## config.mk

```make
export PLATFORM = sky130hd
export DESIGN_NAME = id_queue_with_remove
export DESIGN_NICKNAME = d
export VERILOG_FILES = /design/src/design/idq_pkg.sv /design/src/design/idq_ctrl.sv /design/src/design/idq_dp.sv /design/src/design/id_queue_with_remove.sv
export SDC_FILE = /design/constraint.sdc
export NUM_CORES = 1
export LEC_CHECK = 0
export ABC_AREA = 1
export BUFFER_PORTS_ARGS = -buffer_cell sky130_fd_sc_hd__buf_2
export CORE_ASPECT_RATIO = 1.25
export CORE_MARGIN = 5
export CORE_UTILIZATION = 43
export CTS_CLUSTER_SIZE = 40
export DETAILED_ROUTE_END_ITERATION = 10
export SYNTH_ARGS = -nofsm -noshare
export SYNTH_HDL_FRONTEND = slang
export SYNTH_SLANG_ARGS = --single-unit
```

## constraint.sdc

```tcl
create_clock -name clk -period 5.3 [get_ports clk]
set_input_delay 1.06 -clock clk [delete_from_list [all_inputs] [get_ports clk]]
set_output_delay 1.06 -clock clk [all_outputs]
set_load 0.05 [all_outputs]
```

## src/design/idq_pkg.sv

```systemverilog
// Package for the id queue with remove-by-value.
// Holds default sizes, the operation codes, the controller states and the
// command/status bundles shared by the controller, datapath and top level.
package idq_pkg;

  // Default sizing.
  localparam int DEPTH_DEF    = 16;
  localparam int ID_WIDTH_DEF = 8;
  localparam int FUNC_W       = 3;

  // Operation codes carried in the input tuser field.
  typedef enum logic [FUNC_W-1:0] {
    OP_APPEND = 3'd0,
    OP_TAKE   = 3'd1,
    OP_PEEK   = 3'd2,
    OP_REMOVE = 3'd3,
    OP_EXISTS = 3'd4
  } op_t;

  // Controller states.
  typedef enum logic [2:0] {
    S_IDLE,
    S_APPEND,
    S_HEAD,
    S_HEAD_WB,
    S_SWEEP,
    S_DRAIN,
    S_RESP
  } state_t;

  // Commands from the controller to the datapath.
  typedef struct packed {
    logic load;       // latch the accepted transaction
    logic append;     // write id at the tail, or flag overflow
    logic head_rd;    // read the head entry
    logic head_ld;    // capture head entry, pop it on a take
    logic sweep_rd;   // read the next entry of a sweep
    logic sweep_end;  // last compare of a sweep, commit the new count
    logic publish;    // load the result register
  } cmd_t;

  // Status from the datapath to the controller.
  typedef struct packed {
    logic empty;
    logic rd_last;
    logic out_free;
  } status_t;

endpackage

```

## src/design/idq_ctrl.sv

```systemverilog
// Controller for the id queue: sequences each transaction through its
// operation steps. Depends on idq_pkg for the state, op, command and status types.
module idq_ctrl (
  input  logic             clk,
  input  logic             rst_n,
  input  logic             in_tvalid,
  output logic             in_tready,
  input  idq_pkg::op_t     in_func,
  input  idq_pkg::status_t status,
  output idq_pkg::cmd_t    cmd
);

  idq_pkg::state_t state_r;
  idq_pkg::state_t state_nxt;

  // State register.
  always_ff @(posedge clk) begin
    if (!rst_n) begin
      state_r <= idq_pkg::S_IDLE;
    end else begin
      state_r <= state_nxt;
    end
  end

  // Next-state logic.
  always_comb begin
    state_nxt = state_r;
    unique case (state_r)
      idq_pkg::S_IDLE: begin
        if (in_tvalid) begin
          unique case (in_func)
            idq_pkg::OP_APPEND: state_nxt = idq_pkg::S_APPEND;
            idq_pkg::OP_TAKE,
            idq_pkg::OP_PEEK: begin
              state_nxt = status.empty ? idq_pkg::S_RESP : idq_pkg::S_HEAD;
            end
            idq_pkg::OP_REMOVE,
            idq_pkg::OP_EXISTS: begin
              state_nxt = status.empty ? idq_pkg::S_RESP : idq_pkg::S_SWEEP;
            end
            default: state_nxt = idq_pkg::S_RESP;
          endcase
        end
      end
      idq_pkg::S_APPEND:  state_nxt = idq_pkg::S_RESP;
      idq_pkg::S_HEAD:    state_nxt = idq_pkg::S_HEAD_WB;
      idq_pkg::S_HEAD_WB: state_nxt = idq_pkg::S_RESP;
      idq_pkg::S_SWEEP: begin
        if (status.rd_last) begin
          state_nxt = idq_pkg::S_DRAIN;
        end
      end
      idq_pkg::S_DRAIN:   state_nxt = idq_pkg::S_RESP;
      idq_pkg::S_RESP: begin
        if (status.out_free) begin
          state_nxt = idq_pkg::S_IDLE;
        end
      end
      default:            state_nxt = idq_pkg::S_IDLE;
    endcase
  end

  // Command decode.
  always_comb begin
    in_tready     = (state_r == idq_pkg::S_IDLE);
    cmd           = '0;
    cmd.load      = (state_r == idq_pkg::S_IDLE) && in_tvalid;
    cmd.append    = (state_r == idq_pkg::S_APPEND);
    cmd.head_rd   = (state_r == idq_pkg::S_HEAD);
    cmd.head_ld   = (state_r == idq_pkg::S_HEAD_WB);
    cmd.sweep_rd  = (state_r == idq_pkg::S_SWEEP);
    cmd.sweep_end = (state_r == idq_pkg::S_DRAIN);
    cmd.publish   = (state_r == idq_pkg::S_RESP) && status.out_free;
  end

endmodule

```

## src/design/idq_dp.sv

```systemverilog
// Datapath for the id queue: circular entry memory, count and head pointer,
// compacting sweep and the result register. Depends on idq_pkg.
module idq_dp #(
  parameter int DEPTH    = idq_pkg::DEPTH_DEF,
  parameter int ID_WIDTH = idq_pkg::ID_WIDTH_DEF,
  localparam int AW      = $clog2(DEPTH),
  localparam int CNT_W   = $clog2(DEPTH + 1)
) (
  input  logic                clk,
  input  logic                rst_n,
  input  idq_pkg::cmd_t       cmd,
  output idq_pkg::status_t    status,
  input  idq_pkg::op_t        in_func,
  input  logic [ID_WIDTH-1:0] in_id,
  input  logic                out_tready,
  output logic                out_valid,
  output logic [ID_WIDTH-1:0] out_head_id,
  output logic                out_found,
  output logic [CNT_W-1:0]    out_count,
  output logic                out_is_empty,
  output logic                out_overflow
);

  // Entry memory, addressed in circular order from the head pointer.
  logic [ID_WIDTH-1:0] mem [DEPTH];

  logic [CNT_W-1:0]    cnt_r;
  logic [AW-1:0]       head_r;
  logic                rd_vld_r;
  logic                out_valid_r;
  idq_pkg::op_t        op_r;
  logic [ID_WIDTH-1:0] id_r;
  logic                found_r;
  logic                ovf_r;
  logic [ID_WIDTH-1:0] head_id_r;
  logic [CNT_W-1:0]    rd_idx_r;
  logic [CNT_W-1:0]    kept_r;
  logic [ID_WIDTH-1:0] rd_data_r;
  logic [ID_WIDTH-1:0] out_head_id_r;
  logic                out_found_r;
  logic [CNT_W-1:0]    out_count_r;
  logic                out_is_empty_r;
  logic                out_overflow_r;

  logic                full;
  logic                empty;
  logic                sweep_keep;
  logic [CNT_W-1:0]    kept_nxt;
  logic                mem_we;
  logic [AW-1:0]       mem_waddr;
  logic [ID_WIDTH-1:0] mem_wdata;
  logic [AW-1:0]       mem_raddr;

  // Physical address of a logical position: head plus offset, wrapped once.
  function automatic logic [AW-1:0] wrap_addr(input logic [AW-1:0] base,
                                              input logic [CNT_W-1:0] ofs);
    logic [CNT_W:0] sum;
    sum = {{(CNT_W + 1 - AW){1'b0}}, base} + {1'b0, ofs};
    if (sum >= (CNT_W + 1)'(DEPTH)) begin
      sum = sum - (CNT_W + 1)'(DEPTH);
    end
    return sum[AW-1:0];
  endfunction

  // Occupancy flags and the sweep compare stage.
  assign full       = (cnt_r == CNT_W'(DEPTH));
  assign empty      = (cnt_r == '0);
  assign sweep_keep = rd_vld_r && (op_r == idq_pkg::OP_REMOVE) && (rd_data_r != id_r);
  assign kept_nxt   = kept_r + CNT_W'(sweep_keep);

  // Memory port selection: tail append or compaction write, head or sweep read.
  assign mem_we    = (cmd.append && !full) || sweep_keep;
  assign mem_waddr = cmd.append ? wrap_addr(head_r, cnt_r) : wrap_addr(head_r, kept_r);
  assign mem_wdata = cmd.append ? id_r : rd_data_r;
  assign mem_raddr = cmd.head_rd ? head_r : wrap_addr(head_r, rd_idx_r);

  always_ff @(posedge clk) begin
    if (mem_we) begin
      mem[mem_waddr] <= mem_wdata;
    end
    rd_data_r <= mem[mem_raddr];
  end

  // Status toward the controller.
  always_comb begin
    status          = '0;
    status.empty    = empty;
    status.rd_last  = ((rd_idx_r + CNT_W'(1)) == cnt_r);
    status.out_free = !out_valid_r || out_tready;
  end

  // Control registers: count, head pointer, pipeline and result valid.
  always_ff @(posedge clk) begin
    if (!rst_n) begin
      cnt_r       <= '0;
      head_r      <= '0;
      rd_vld_r    <= 1'b0;
      out_valid_r <= 1'b0;
    end else begin
      rd_vld_r <= cmd.sweep_rd;
      if (cmd.append && !full) begin
        cnt_r <= cnt_r + CNT_W'(1);
      end else if (cmd.head_ld && (op_r == idq_pkg::OP_TAKE)) begin
        cnt_r  <= cnt_r - CNT_W'(1);
        head_r <= wrap_addr(head_r, CNT_W'(1));
      end else if (cmd.sweep_end && (op_r == idq_pkg::OP_REMOVE)) begin
        cnt_r <= kept_nxt;
      end
      if (cmd.publish) begin
        out_valid_r <= 1'b1;
      end else if (out_tready) begin
        out_valid_r <= 1'b0;
      end
    end
  end

  // Transaction payload, sweep indexes and the result register.
  always_ff @(posedge clk) begin
    if (cmd.load) begin
      op_r      <= in_func;
      id_r      <= in_id;
      found_r   <= 1'b0;
      ovf_r     <= 1'b0;
      head_id_r <= '0;
      rd_idx_r  <= '0;
      kept_r    <= '0;
    end else begin
      if (cmd.append && full) begin
        ovf_r <= 1'b1;
      end
      if (cmd.head_ld) begin
        head_id_r <= rd_data_r;
      end
      if (cmd.sweep_rd) begin
        rd_idx_r <= rd_idx_r + CNT_W'(1);
      end
      if (rd_vld_r) begin
        if (rd_data_r == id_r) begin
          found_r <= 1'b1;
        end
        kept_r <= kept_nxt;
      end
    end
    if (cmd.publish) begin
      out_head_id_r  <= head_id_r;
      out_found_r    <= found_r && (op_r == idq_pkg::OP_EXISTS);
      out_count_r    <= cnt_r;
      out_is_empty_r <= empty;
      out_overflow_r <= ovf_r;
    end
  end

  assign out_valid    = out_valid_r;
  assign out_head_id  = out_head_id_r;
  assign out_found    = out_found_r;
  assign out_count    = out_count_r;
  assign out_is_empty = out_is_empty_r;
  assign out_overflow = out_overflow_r;

endmodule

```

## src/design/id_queue_with_remove.sv

```systemverilog
// Top level of the id queue with remove-by-value: ports, field packing and
// checks. Instantiates idq_ctrl and idq_dp; depends on idq_pkg.
//
// Usage:
//   Input transaction: in_tuser carries the operation (append, take head,
//   peek head, remove all matching, exists query), in_tdata the id.
//   Output transaction: one per input, in input order, carrying
//   the head id, found flag, count, empty flag and overflow flag.
// Sequence: append passes through an append step; take or peek read the head
//   and then capture it; remove or exists sweep every entry and then drain;
//   take, peek, remove or exists on an empty queue and unused operation codes
//   go straight to the result step, with which every operation ends.
// Throughput: one transaction at a time; the next is taken in the cycle after
//   the result is loaded. The remove and exists sweep reads one entry per
//   cycle through the single memory read port, compacting in place behind
//   the read.
// Reset: the queue is emptied and no result is pending; entry contents are
//   left as they were and are only read after being written.
// Stall: the result register holds while out_tready is low; a following
//   transaction is still accepted and processed, and waits only to publish.
module id_queue_with_remove #(
  parameter int DEPTH    = idq_pkg::DEPTH_DEF,
  parameter int ID_WIDTH = idq_pkg::ID_WIDTH_DEF,
  localparam int CNT_W      = $clog2(DEPTH + 1),
  localparam int IN_DATA_W  = ((ID_WIDTH + 7) / 8) * 8,
  localparam int OUT_BITS   = ID_WIDTH + CNT_W + 3,
  localparam int OUT_DATA_W = ((OUT_BITS + 7) / 8) * 8
) (
  input  logic                      clk,
  input  logic                      rst_n,
  input  logic                      in_tvalid,
  output logic                      in_tready,
  input  logic [IN_DATA_W-1:0]      in_tdata,   // var_id
  input  logic [idq_pkg::FUNC_W-1:0] in_tuser,  // func
  output logic                      out_tvalid,
  input  logic                      out_tready,
  output logic [OUT_DATA_W-1:0]     out_tdata   // head_id, found, count, is_empty, overflow
);

  idq_pkg::cmd_t       cmd;
  idq_pkg::status_t    status;
  idq_pkg::op_t        in_func;
  logic [ID_WIDTH-1:0] in_id;
  logic [ID_WIDTH-1:0] out_head_id;
  logic                out_found;
  logic [CNT_W-1:0]    out_count;
  logic                out_is_empty;
  logic                out_overflow;

  // Input field unpacking.
  assign in_func = idq_pkg::op_t'(in_tuser);
  assign in_id   = in_tdata[ID_WIDTH-1:0];

  idq_ctrl u_ctrl (
    .clk       (clk),
    .rst_n     (rst_n),
    .in_tvalid (in_tvalid),
    .in_tready (in_tready),
    .in_func   (in_func),
    .status    (status),
    .cmd       (cmd)
  );

  idq_dp #(
    .DEPTH    (DEPTH),
    .ID_WIDTH (ID_WIDTH)
  ) u_dp (
    .clk          (clk),
    .rst_n        (rst_n),
    .cmd          (cmd),
    .status       (status),
    .in_func      (in_func),
    .in_id        (in_id),
    .out_tready   (out_tready),
    .out_valid    (out_tvalid),
    .out_head_id  (out_head_id),
    .out_found    (out_found),
    .out_count    (out_count),
    .out_is_empty (out_is_empty),
    .out_overflow (out_overflow)
  );

  // Output field packing, zero-filled to whole bytes.
  assign out_tdata = OUT_DATA_W'({out_overflow, out_is_empty, out_count,
                                  out_found, out_head_id});

`ifndef ASSERT_OFF
  // The reported count never exceeds the queue depth.
  a_count_range: assert property (@(posedge clk) disable iff (!rst_n)
    out_tvalid |-> (out_count <= CNT_W'(DEPTH)))
    else $error("reported count exceeds depth");

  // A dropped append is only reported with a full queue.
  a_ovf_full: assert property (@(posedge clk) disable iff (!rst_n)
    (out_tvalid && out_overflow) |-> (out_count == CNT_W'(DEPTH)))
    else $error("overflow reported on a queue that is not full");

  // The empty flag agrees with the reported count.
  a_empty_cnt: assert property (@(posedge clk) disable iff (!rst_n)
    out_tvalid |-> (out_is_empty == (out_count == '0)))
    else $error("empty flag disagrees with count");

  // No new transaction is taken while a sweep is reading the memory.
  a_sweep_busy: assert property (@(posedge clk) disable iff (!rst_n)
    (cmd.sweep_rd || cmd.sweep_end) |-> !in_tready)
    else $error("input accepted during a sweep");
`endif

endmodule

```

==> results.yml <==
final_layout:
  n_fill_cell: 1939
  mostFrequentLayoutCells: "nand2_1 (240), inv_1 (166), edfxtp_1 (155)"
  utilization: 0.480
  drive_above_1_share: 0.0868
  nets: 997
  final_common_cell: "nand2_1"
  area_growth_pct: 10.6
  n_antenna_cell: 0
clocking:
  cts_setup_buffers: 0
  cts_resized: 0
  clock_latency_ns: 0.44
  clkSlewWorstSetupHoldPaths_ns: 0.07
  cts_hold_buf: 0
  cts_tree: "built"
  clock-sinks: 197
  cts_root_buffer: "clkbuf_16"
  cts_made_buffers: 17
  htree_num_levels: 4
  clk_path_buf_depth: 2
pwr:
  ir_worst_vdd_v: 0.000265
  power_leakage_nw: 4.23
  finalPower_mw: 5.66
  p_per_area_mw_per_mm2: 569
sta:
  tns_ns: 0
  fin_crit_sh: 0.721
  max_slew_margin: 0.291
  finalCriticalPeriod_ns: 3.82
  rsz0062_at_grt: "false"
  finClkSkew_ns: 0.0111
  setup_viol: 0
  maxSlewViolCount: 0
  hold_violations: 0
  whs_ns: 0.437
  layout_setup_ws_ns: 1.48
  clock.fmax_mhz: 262
  tightest_slew_ns: 1.06
place:
  pre_cts_slack_ns: 1.53
  dp_hpwl_um: 13800
  port_buffers: 32
  place_congestion: 0.856
yosys:
  synth_top_family_by_area: "simple AND/OR/NAND/NOR gates"
  yosysWarnings: 0
  synthArstFlopShare: 0
  synth_area_leaders: "edfxtp_1 (52%), nand2_1 (10%), dfxtp_1 (9.3%)"
  synth_top_cell_by_area: "edfxtp_1"
  synth-xor-area-share: 0.0224
  synth_compound_area_frac: 0.0449
  synth-edff-count: 155
  ys_types: 40
  synth-seq-cells: 197
  syn_inst: 946
  syn-mean-instance-area_um2: 9.52
  synth_top_area_share: 0.517
  synth_area_mm2: 0.00901
  yosys.area_share.adder: 0.0239
  synth-simple-area-share: 0.206
  syn_nets: 977
  synth_flop_cell: "edfxtp_1"
  muxShareOfSynthArea: 0
  ys_seq_area_frac: 0.610
worst_setup_path:
  worstSetupStartpointType: "flop"
  crit_fanout: 16
  max_stage_delay_ns: 0.64
  crit_required_ns: 5.37
  cp_cell_sequence: "nand2_2 > nor2_1 > inv_2 > o21ai_0 > ha_1 > inv_1 > fa_1 > inv_1 > nand3_1 > nor2_1"
  cp-end-kind: "flop"
  slowest_stage: "nor2_1"
  crit_arrival_ns: 3.89
  crit_type: "flop to flop"
die:
  die-width_um: 139
  io_pins: 33
  dieArea_mm2: 0.0240
  die_y_um: 172
  rows: 59
  initial_core_util: 0.434
  coreArea_mm2: 0.0207
detailed_routing:
  drc: 0
  ant_nets: 0
  vias: 6019
  dr.pass1.iters: 5
  wl_per_cell_um: 15.9
  avgViaCountPerCell: 4.80
  finalWirelength_um: 20000
  drtIter0Drc: 275
job:
  maxCapViolCount: 0
global_routing:
  antenna_found_initial: 0
  groute.usage.overall: 0.170
  grt_pass1_wl_um: 31100
  grt-ovfl-total: 0
  grt_pass1_vias: 5823
  grt_max_degree: 73
run_status:
  status: "finished, final reports clean"
min_path:
  hold_class: "flop to flop"
[where the power goes]
| group | leakage (nW) | switching, mW | internal, mW |
|---|---|---|---|
| clock network | 0.295 | 0.595 | 0.687 |
| registers | 1.75 | 0.168 | 2.08 |
| logic | 2.19 | 1.57 | 0.563 |
[through the flow]
step / instances / cell area [µm²]
finish: 1253 / 9960
global route: 1253 / 9960
CTS: 1253 / 9960
detailed placement: 1221 / 9360
global placement: 1221 / 9360
floorplan: 946 / 9010
[path summary, 6_finish.rpt]
kind                                       endpoint              start  depth (start not counted)  slack, ns
worst max-delay path                 u_dp.mem[2][6]  u_ctrl.state_r[0]                         10       1.48
worst min-delay path            u_dp.out_head_id[7]  u_dp.head_id_r[7]                          0       0.44
worst max register to register       u_dp.mem[2][6]  u_ctrl.state_r[0]                         10       1.48
worst min register to register  u_dp.out_head_id[7]  u_dp.head_id_r[7]                          0       0.44
[registers in the layout (all words and copies together), names as in the netlist, 3 cells and up]
register and cells:
u_dp.mem 128, u_dp.head_id_r 8, u_dp.id_r 8, u_dp.out_head_id 8
u_dp.rd_data_r 8, u_dp.cnt_r 5, u_dp.kept_r 5, u_dp.out_count 5
u_dp.rd_idx_r 5, u_dp.head_r 4, u_ctrl.state_r 3, u_dp.op_r 3
[cells by family after synthesis]
family / after synthesis
buf+inv: 206
fa+ha+maj: 16
flops: 197
compound gates: 71
simple gates: 433
xor+xnor: 23
[worst max-delay path, delay by kind of cell (launching register included)]
kind                     cells  cell delay [ns]
buffers and inverters        3             0.43
AND/OR/NAND/NOR              4             1.59
AO/OA/AOI/OAI                1             0.23
flip-flops                   1             0.55
adder cells (fa/ha/maj)      2             0.65
[layout make-up]
| type | count | area [µm²] | area share |
|---|---|---|---|
| multi-input combinational | 543 | 2690 | 0.270 |
| inverter | 171 | 642 | 0.0644 |
| tap | 274 | 343 | 0.0344 |
| clock inverter | 13 | 155 | 0.0156 |
| sequential | 197 | 5500 | 0.552 |
| timing repair buffer | 36 | 190 | 0.0191 |
| clock buffer | 19 | 443 | 0.0445 |
[synth_stat cells (2+ instances only)]
master,number
inv_1,166
nor3_1,8
edfxtp_1,155
buf_2,16
buf_4,10
a21oi_1,21
inv_2,5
dfxtp_1,42
o21ai_2,2
xor2_1,12
xnor2_1,11
a31oi_1,4
o21ai_1,5
o21bai_1,3
nand3_1,132
fa_1,2
ha_1,14
nand2_1,240
nand2_2,2
clkbuf_1,8
o21ai_0,28
nor2_1,39
nand4_1,4
[layer usage]
layer	vias up	global-route usage	wire length [µm]
li1	3110	-	-
met1	2761	0.204	8520
met2	118	0.306	10300
met3	30	0.0328	644
met4	0	0.0587	469
met5	-	0	0
No activity file was read; power rests on OpenSTA's default activity.
